$ cat config.mk
export PLATFORM = sky130hd
export DESIGN_NAME = dual_channel_average_change_detector_core
export DESIGN_NICKNAME = d
export VERILOG_FILES = /design/src/hdl/dcacd_pkg.sv /design/src/hdl/dual_channel_average_change_detector_core.sv
export SDC_FILE = /design/constraint.sdc
export NUM_CORES = 2
export LEC_CHECK = 0
export BUFFER_PORTS_ARGS = -buffer_cell sky130_fd_sc_hd__clkbuf_2
export CORE_MARGIN = 3
export CORE_UTILIZATION = 50
export CTS_CLUSTER_DIAMETER = 150
export DETAILED_ROUTE_END_ITERATION = 6
export PLACE_DENSITY = 0.73
export SLEW_MARGIN = 15
export SYNTH_ARGS = -nofsm -noshare
export SYNTH_HDL_FRONTEND = slang
export SYNTH_SLANG_ARGS = --single-unit
export TNS_END_PERCENT = 1
$ cat constraint.sdc
create_clock -name clk -period 13.75 [get_ports clk]
set_clock_uncertainty 0.15 [all_clocks]
set_input_delay 0.6875 -clock clk [delete_from_list [all_inputs] [get_ports clk]]
set_output_delay 0.6875 -clock clk [all_outputs]
set_load 0.01 [all_outputs]
$ cat src/hdl/dcacd_pkg.sv
`timescale 1ns / 1ps

package dcacd_pkg;

  localparam int unsigned SAMPLE_W = 16;
  localparam int unsigned BAND_W = 10;
  // ref * band_permille and 1000 * |avg - ref| both fit here
  localparam int unsigned PROD_W = SAMPLE_W + BAND_W;

  localparam logic [BAND_W-1:0] BAND_RESET = 10'd125;
  localparam int unsigned PERMILLE_SCALE = 1000;
  localparam int unsigned DEFAULT_SAMPLES_PER_WINDOW = 5;

  // result queue
  localparam int unsigned RESULT_DEPTH = 8;
  localparam int unsigned RESULT_PTR_W = $clog2(RESULT_DEPTH);
  localparam int unsigned RESULT_CNT_W = $clog2(RESULT_DEPTH + 1);

  localparam logic CHANNEL_0 = 1'b0;
  localparam logic CHANNEL_1 = 1'b1;

  typedef struct packed {
    logic                channel;
    logic [SAMPLE_W-1:0] window_average;
    logic                last_of_run;
  } result_t;

endpackage

$ cat src/hdl/dual_channel_average_change_detector_core.sv
`timescale 1ns / 1ps

// Dual channel block-average change detector. Each input beat carries one
// 16-bit sample per channel. Every SAMPLES_PER_WINDOW beats the block forms
// each channel's truncated window average and compares it with that
// channel's last reported average (its reference); an average that leaves
// reference +/- floor(reference * band_permille / 1000) is reported as a
// result beat and becomes the new reference for that channel only. A full
// window yields zero, one or two result beats; channel 0 comes first, and
// last_of_run marks the final one of the window. The input takes one beat
// per clock while in_stall is low. The closing beat latches the window sums
// in stage A, stage B registers the reciprocal multiply that divides by the
// window length, and the band test on stage B's result writes into an
// 8-entry result queue, whose head is offered on the result channel. The
// input stalls only when that queue lacks room for two results for every
// window still in flight plus two for the beat on offer, so with a
// free-running consumer a window of two or more beats never stalls.
// band_permille is written through the cfg port (always ready); the user
// must write it only while idle, which the block does not enforce. It
// resets to 125.

module dual_channel_average_change_detector_core #(
  parameter int unsigned SAMPLES_PER_WINDOW = dcacd_pkg::DEFAULT_SAMPLES_PER_WINDOW
) (
  input  logic                                 clk,
  input  logic                                 rst,
  // sample channel
  input  logic                                 in_valid,
  output logic                                 in_stall,
  input  logic [dcacd_pkg::SAMPLE_W-1:0]       sample_ch0,
  input  logic [dcacd_pkg::SAMPLE_W-1:0]       sample_ch1,
  // result channel
  output logic                                 out_valid,
  input  logic                                 out_stall,
  output logic                                 channel,
  output logic [dcacd_pkg::SAMPLE_W-1:0]       window_average,
  output logic                                 last_of_run,
  // band register write
  input  logic                                 cfg_valid,
  output logic                                 cfg_ready,
  input  logic [dcacd_pkg::BAND_W-1:0]         band_permille
);

  localparam int unsigned SW = dcacd_pkg::SAMPLE_W;
  localparam int unsigned LOG2N = $clog2(SAMPLES_PER_WINDOW);
  localparam int unsigned SUM_W = SW + LOG2N;
  localparam int unsigned CNT_W = (SAMPLES_PER_WINDOW > 1) ? LOG2N : 1;
  localparam logic [CNT_W-1:0] LAST_COUNT = CNT_W'(SAMPLES_PER_WINDOW - 1);

  // floor(x / N) == (x * RECIP) >> SHIFT for every x below 2**SUM_W
  localparam int unsigned SHIFT = SUM_W + LOG2N;
  localparam int unsigned MUL_W = SUM_W + 1;
  localparam longint unsigned RECIP =
    ((64'd1 << SHIFT) + SAMPLES_PER_WINDOW - 1) / SAMPLES_PER_WINDOW;
  localparam int unsigned QPROD_W = SUM_W + MUL_W;

  localparam int unsigned PW = dcacd_pkg::PROD_W;
  localparam int unsigned DEPTH = dcacd_pkg::RESULT_DEPTH;
  localparam int unsigned PTR_W = dcacd_pkg::RESULT_PTR_W;
  localparam int unsigned QCNT_W = dcacd_pkg::RESULT_CNT_W;
  localparam int unsigned CRED_W = QCNT_W + 2;

  // ---------------------------------------------------------------
  // band register
  // ---------------------------------------------------------------
  logic [dcacd_pkg::BAND_W-1:0] band;

  assign cfg_ready = 1'b1;

  always_ff @(posedge clk) begin
    if (rst) begin
      band <= dcacd_pkg::BAND_RESET;
    end else if (cfg_valid && cfg_ready) begin
      band <= band_permille;
    end
  end

  // ---------------------------------------------------------------
  // window accumulation
  // ---------------------------------------------------------------
  logic             in_beat;
  logic [CNT_W-1:0] window_count;
  logic [SUM_W-1:0] sum_ch0, sum_ch1;
  logic [SUM_W-1:0] sum_ch0_next, sum_ch1_next;
  logic             window_done;

  assign in_beat      = in_valid && !in_stall;
  assign sum_ch0_next = sum_ch0 + SUM_W'(sample_ch0);
  assign sum_ch1_next = sum_ch1 + SUM_W'(sample_ch1);
  assign window_done  = (window_count == LAST_COUNT);

  always_ff @(posedge clk) begin
    if (rst) begin
      window_count <= '0;
      sum_ch0      <= '0;
      sum_ch1      <= '0;
    end else if (in_beat) begin
      if (window_done) begin
        window_count <= '0;
        sum_ch0      <= '0;
        sum_ch1      <= '0;
      end else begin
        window_count <= window_count + CNT_W'(1);
        sum_ch0      <= sum_ch0_next;
        sum_ch1      <= sum_ch1_next;
      end
    end
  end

  // stage A: full window sums
  logic             a_valid;
  logic [SUM_W-1:0] a_sum0, a_sum1;

  always_ff @(posedge clk) begin
    if (rst) begin
      a_valid <= 1'b0;
    end else begin
      a_valid <= in_beat && window_done;
    end
  end

  always_ff @(posedge clk) begin
    if (in_beat && window_done) begin
      a_sum0 <= sum_ch0_next;
      a_sum1 <= sum_ch1_next;
    end
  end

  // ---------------------------------------------------------------
  // stage B: divide by the window length (reciprocal multiply)
  // ---------------------------------------------------------------
  logic [QPROD_W-1:0] qprod0, qprod1;
  logic               b_valid;
  logic [SW-1:0]      b_avg0, b_avg1;

  assign qprod0 = QPROD_W'(a_sum0) * QPROD_W'(MUL_W'(RECIP));
  assign qprod1 = QPROD_W'(a_sum1) * QPROD_W'(MUL_W'(RECIP));

  always_ff @(posedge clk) begin
    if (rst) begin
      b_valid <= 1'b0;
    end else begin
      b_valid <= a_valid;
    end
  end

  always_ff @(posedge clk) begin
    if (a_valid) begin
      b_avg0 <= qprod0[SHIFT +: SW];
      b_avg1 <= qprod1[SHIFT +: SW];
    end
  end

  // ---------------------------------------------------------------
  // stage C: band test
  // avg is outside ref +/- floor(ref*band/1000) exactly when
  // 1000 * |avg - ref| > ref * band, which also covers band > ref.
  // ---------------------------------------------------------------
  logic [SW-1:0] reference_ch0, reference_ch1;
  logic [SW-1:0] diff0, diff1;
  logic [PW-1:0] scaled0, scaled1, limit0, limit1;
  logic          fire0, fire1;

  assign diff0 = (b_avg0 >= reference_ch0) ? (b_avg0 - reference_ch0)
                                           : (reference_ch0 - b_avg0);
  assign diff1 = (b_avg1 >= reference_ch1) ? (b_avg1 - reference_ch1)
                                           : (reference_ch1 - b_avg1);

  assign scaled0 = PW'(diff0) * PW'(dcacd_pkg::PERMILLE_SCALE);
  assign scaled1 = PW'(diff1) * PW'(dcacd_pkg::PERMILLE_SCALE);
  assign limit0  = PW'(reference_ch0) * PW'(band);
  assign limit1  = PW'(reference_ch1) * PW'(band);

  assign fire0 = b_valid && (scaled0 > limit0);
  assign fire1 = b_valid && (scaled1 > limit1);

  always_ff @(posedge clk) begin
    if (rst) begin
      reference_ch0 <= '0;
      reference_ch1 <= '0;
    end else begin
      if (fire0) begin
        reference_ch0 <= b_avg0;
      end
      if (fire1) begin
        reference_ch1 <= b_avg1;
      end
    end
  end

  // ---------------------------------------------------------------
  // result queue, up to two pushes per cycle
  // ---------------------------------------------------------------
  dcacd_pkg::result_t queue [DEPTH];
  dcacd_pkg::result_t res0, res1, head;
  logic [PTR_W-1:0]   wr_ptr, rd_ptr, wr_ptr_ch1;
  logic [QCNT_W-1:0]  q_count;
  logic [QCNT_W-1:0]  q_count_next;
  logic               out_beat;
  logic [CRED_W-1:0]  credit_need;

  assign res0.channel        = dcacd_pkg::CHANNEL_0;
  assign res0.window_average = b_avg0;
  assign res0.last_of_run    = !fire1;
  assign res1.channel        = dcacd_pkg::CHANNEL_1;
  assign res1.window_average = b_avg1;
  assign res1.last_of_run    = 1'b1;

  assign wr_ptr_ch1 = fire0 ? (wr_ptr + PTR_W'(1)) : wr_ptr;
  assign out_beat   = out_valid && !out_stall;

  assign q_count_next = q_count + QCNT_W'(fire0) + QCNT_W'(fire1)
                      - QCNT_W'(out_beat);

  always_ff @(posedge clk) begin
    if (fire0) begin
      queue[wr_ptr] <= res0;
    end
    if (fire1) begin
      queue[wr_ptr_ch1] <= res1;
    end
  end

  always_ff @(posedge clk) begin
    if (rst) begin
      wr_ptr  <= '0;
      rd_ptr  <= '0;
      q_count <= '0;
    end else begin
      wr_ptr  <= wr_ptr + PTR_W'(fire0) + PTR_W'(fire1);
      rd_ptr  <= rd_ptr + PTR_W'(out_beat);
      q_count <= q_count_next;
    end
  end

  assign head           = queue[rd_ptr];
  assign out_valid      = (q_count != '0);
  assign channel        = head.channel;
  assign window_average = head.window_average;
  assign last_of_run    = head.last_of_run;

  // reserve two queue slots per window in flight plus two for this beat
  assign credit_need = CRED_W'(q_count) + CRED_W'({a_valid, 1'b0})
                     + CRED_W'({b_valid, 1'b0}) + CRED_W'(2);
  assign in_stall    = (credit_need > CRED_W'(DEPTH));

  // ---------------------------------------------------------------
  // checks
  // ---------------------------------------------------------------
  a_queue_bound : assert property (@(posedge clk) disable iff (rst)
    (CRED_W'(q_count) + CRED_W'({a_valid, 1'b0}) + CRED_W'({b_valid, 1'b0}))
      <= CRED_W'(DEPTH))
    else $error("result queue reservation exceeded");

  a_stage_follow : assert property (@(posedge clk) disable iff (rst)
    a_valid |=> b_valid)
    else $error("window sum did not reach the divide stage");

  a_window_source : assert property (@(posedge clk) disable iff (rst)
    a_valid |-> $past(in_valid && !in_stall))
    else $error("window closed without an input beat");

  a_run_order : assert property (@(posedge clk) disable iff (rst)
    (out_valid && !last_of_run) |-> (channel == dcacd_pkg::CHANNEL_0))
    else $error("only a channel 0 result may precede another in a run");

endmodule

==> flow_summary.json <==
{
  "routedWlPerCell_um": 18.8,
  "area.growth.synth_to_final_pct": 6.13,
  "top_usage_layer": "met2",
  "port_buffers": 66,
  "synthAdderAreaFrac_pct": 43.2,
  "synth_edf_count": 198,
  "crit_path_end": "queue[1][5]",
  "finalHoldViolCount": 0,
  "clk_path_buf_depth": 3,
  "drt_iter0_markers": 2110,
  "critPathSlowestCell": "mux2i_4",
  "placeableCoreArea_sq_um": 85500,
  "final_area_sq_um": 46000,
  "critPathMaxFanout": 28,
  "cts_tree": "yes",
  "powerDensity_nw_per_um2": 74.0,
  "htree_levels": 2,
  "pre_cts_ws_ns": 1.29,
  "cpPeakStageDelay_ns": 0.80,
  "nets": 5588,
  "synth_top_family_by_area": "adder cells",
  "met2_usage_pct": 40.1,
  "rr_worst_depth": 40,
  "setup_tns_ns": 0,
  "startpoint_type": "register",
  "synth_mux_area_share_pct": 3.59,
  "rsz0062_at_grt": "no",
  "synthCells": 4394,
  "cts_buffers": 35,
  "rows": 107,
  "synth_top_area_share_pct": 24.6,
  "slew_headroom_pct": 25.8,
  "drv_cap": 0,
  "rrSetupSlack_ns": 1.13,
  "io_pins": 68,
  "yosys.area_share.simple_pct": 10.2,
  "grt_max_degree": 75,
  "drc": 0,
  "place_congestion": 0.908,
  "wl_um": 104000,
  "start_util_pct": 50.7,
  "via_count": 31020,
  "synth_compound_area_share_pct": 11.4,
  "via_per_inst": 5.61,
  "yosys_warnings": 0,
  "crit_type": "register to register",
  "antennaDiodeCount": 0,
  "avgSynthCellArea_sq_um": 9.86,
  "grt_pass1_wl_um": 169000,
  "async_flop_share_pct": 0,
  "ys_seq_area_share_pct": 18.8,
  "cts.sinks": 309,
  "synth.distinct_cells": 91,
  "synth-xor-area-share_pct": 3.72,
  "post_cts_resized": 0,
  "post_cts_buffers": 0,
  "critical_path.startpoint": "b_avg0[0]",
  "track_usage_pct": 23.5,
  "leakage_nw": 22.4,
  "worstSetupEndpointType": "register",
  "die_h_um": 300,
  "reg2reg_from": "b_avg0[0]",
  "yosys-top-cells-area": "fa_1 25%, ha_1 19%, edfxtp_1 14%",
  "cts_root_buffer": "clkbuf_16",
  "ir_worst_vdd_v": 0.000131,
  "hold_path_class": "input port to register",
  "cts_hold_buffers": 0,
  "ys_ff_latch": 309,
  "placement.cell_area_sq_um": 44800,
  "first_pass_iters": 6,
  "period_share_pct": 91.8,
  "grt_overflow": 0,
  "n_fill_cell": 7494,
  "total_power_mw": 3.40,
  "place_hpwl_um": 81700,
  "setup_viol": 0,
  "netlist_area_sq_um": 43300,
  "clk_pin_slew_ns": 0.07,
  "use_met3_pct": 3.57,
  "worst_slew_pin_slew_ns": 1.11,
  "synthesis.nets": 5619,
  "crit_required_ns": 13.78,
  "die-area_sq_um": 90300,
  "final_max_slew_viol_count": 0,
  "arrival_ns": 12.65,
  "fmax_mhz": 79.2,
  "postRouteAntennaNets": 0,
  "min_period_ns": 12.62,
  "clock_latency_ns": 0.57,
  "drive_gt1_share_pct": 6.29,
  "ys.flop_type": "edfxtp_1",
  "floorplan.die.width_um": 300,
  "grt_pass1_vias": 32253,
  "use_met1_pct": 31.1,
  "synth_area_leader_cell": "fa_1",
  "status": "completed",
  "r2r-end": "queue[1][5]",
  "antenna_found_initial": 0,
  "worst_slack_ns": 1.13
}
[per-layer routing]
metal	part of all wire, %	routed length, um	vias up
met4	2.9	3010	0
li1	-	-	14528
met5	0	0	-
met2	48	49900	1045
met3	7.0	7310	162
met1	42	43900	15285
[area by class of cell]
cell class / instances / area [sq um] / share of cell area (%)
sequential: 309 / 8170 / 17.8
inverter: 840 / 3150 / 6.85
clock inverter: 14 / 215 / 0.468
timing repair buffer: 112 / 678 / 1.47
multi-input combinational: 3065 / 31400 / 68.2
clock buffer: 49 / 1000 / 2.17
tap: 1144 / 1430 / 3.11
[critical path: cells and delay by family (launching register included)]
kind,cells,cell delay [ns]
and+or+nand+nor,3,1.25
AOI/OAI and AO/OA,18,4.51
buffers and inverters,7,0.88
muxes,2,0.93
adders and majority gates,8,3.22
xor gates and xnor gates,2,0.88
DFF,1,0.37
[layout by cell type, fill, tap and decap left out, drive strengths merged, types with 10 or more instances in the layout]
cell | Yosys | layout
nor2b | 42 | 42
nand3 | 44 | 44
a22oi | 26 | 26
edfxtp | 198 | 198
mux2 | 23 | 23
buf | 33 | 47
a21oi | 163 | 163
nand2 | 335 | 335
clkbuf | 147 | 114
a32o | 64 | 64
a31oi | 14 | 14
mux4 | 36 | 36
or3 | 13 | 13
o21ai | 102 | 102
o21a | 21 | 21
inv | 838 | 843
o21bai | 21 | 21
mux2i | 46 | 46
a21o | 80 | 80
xor2 | 65 | 65
o31ai | 10 | 10
nor2 | 161 | 161
and2 | 143 | 143
a211o | 18 | 18
a21boi | 15 | 15
ha | 646 | 646
xnor2 | 119 | 119
a211oi | 14 | 14
o211ai | 14 | 14
nand2b | 30 | 30
a22o | 71 | 71
dfxtp | 111 | 111
fa | 532 | 532
nor3 | 47 | 47
and3 | 22 | 22
nand4 | 18 | 18
or2 | 13 | 13
[kinds of logic (layout without fill, tap and decap cells)]
kind of cell,Yosys count,in the layout
xor+xnor,184,184
compound gates,697,697
buf+inv,1020,1015
mux,105,105
flops,309,309
simple gates,899,899
other cells,1,1
fa+ha+maj,1179,1179
[state kept, by name (all words and copies together) (netlist names), 3 cells and up]
signal         flops
b_avg0            16
reference_ch0     16
a_sum1            19
q_count            4
band              10
sum_ch0           19
queue            144
window_count       3
a_sum0            19
wr_ptr             3
sum_ch1           19
reference_ch1     16
b_avg1            16
rd_ptr             3
[power by group]
group          total [mW]  internal [mW]  switching, mW  leakage (nW)
logic                1.30          0.571          0.728          19.2
registers            1.10           1.06         0.0381          2.69
clock network        1.01          0.592          0.416         0.594
total                3.40           2.22           1.18          22.4
[how the worst min path moves through the flow]
stage,from,to,slack (ns),depth (start not counted)
2_1_floorplan,queue[2][17],queue[2][17],0.27,1
3_3_place_gp,queue[3][17],queue[3][17],0.29,1
3_5_place_dp,queue[3][17],queue[3][17],0.30,1
4_1_cts,band_permille[2],band[2],0.19,2
5_1_grt,band_permille[2],band[2],0.20,2
6_report,band_permille[0],band[0],0.21,2
[synthesized netlist by cell type, types with 14 or more instances]
| master | n |
|---|---|
| and3_1 | 22 |
| mux2i_1 | 44 |
| clkbuf_1 | 146 |
| buf_2 | 18 |
| xor2_1 | 65 |
| and2_1 | 143 |
| edfxtp_1 | 198 |
| a21oi_1 | 163 |
| nor2_1 | 157 |
| nor2b_1 | 42 |
| inv_1 | 838 |
| mux2_2 | 23 |
| fa_1 | 532 |
| o21a_1 | 21 |
| dfxtp_1 | 111 |
| a21o_1 | 80 |
| ha_1 | 646 |
| nor3_1 | 42 |
| nand4_1 | 18 |
| nand3_1 | 44 |
| a31oi_1 | 14 |
| a211oi_1 | 14 |
| nand2b_1 | 30 |
| nand2_1 | 334 |
| mux4_2 | 36 |
| a22oi_1 | 26 |
| o21bai_1 | 20 |
| a211o_1 | 18 |
| a32o_1 | 64 |
| o21ai_0 | 100 |
| a21boi_0 | 14 |
| xnor2_1 | 119 |
| a22o_1 | 71 |
[per-stage QoR]
step                hold slack (ns)  utilization, %  instances
floorplan                     0.271               -       4394
global placement              0.288            52.3       5470
CTS                           0.192            53.8       5533
finish                        0.214            53.8       5533
detailed placement            0.298            52.3       5470
global route                  0.205            53.8       5533
Note: power is estimated with default switching activity, not from simulation.
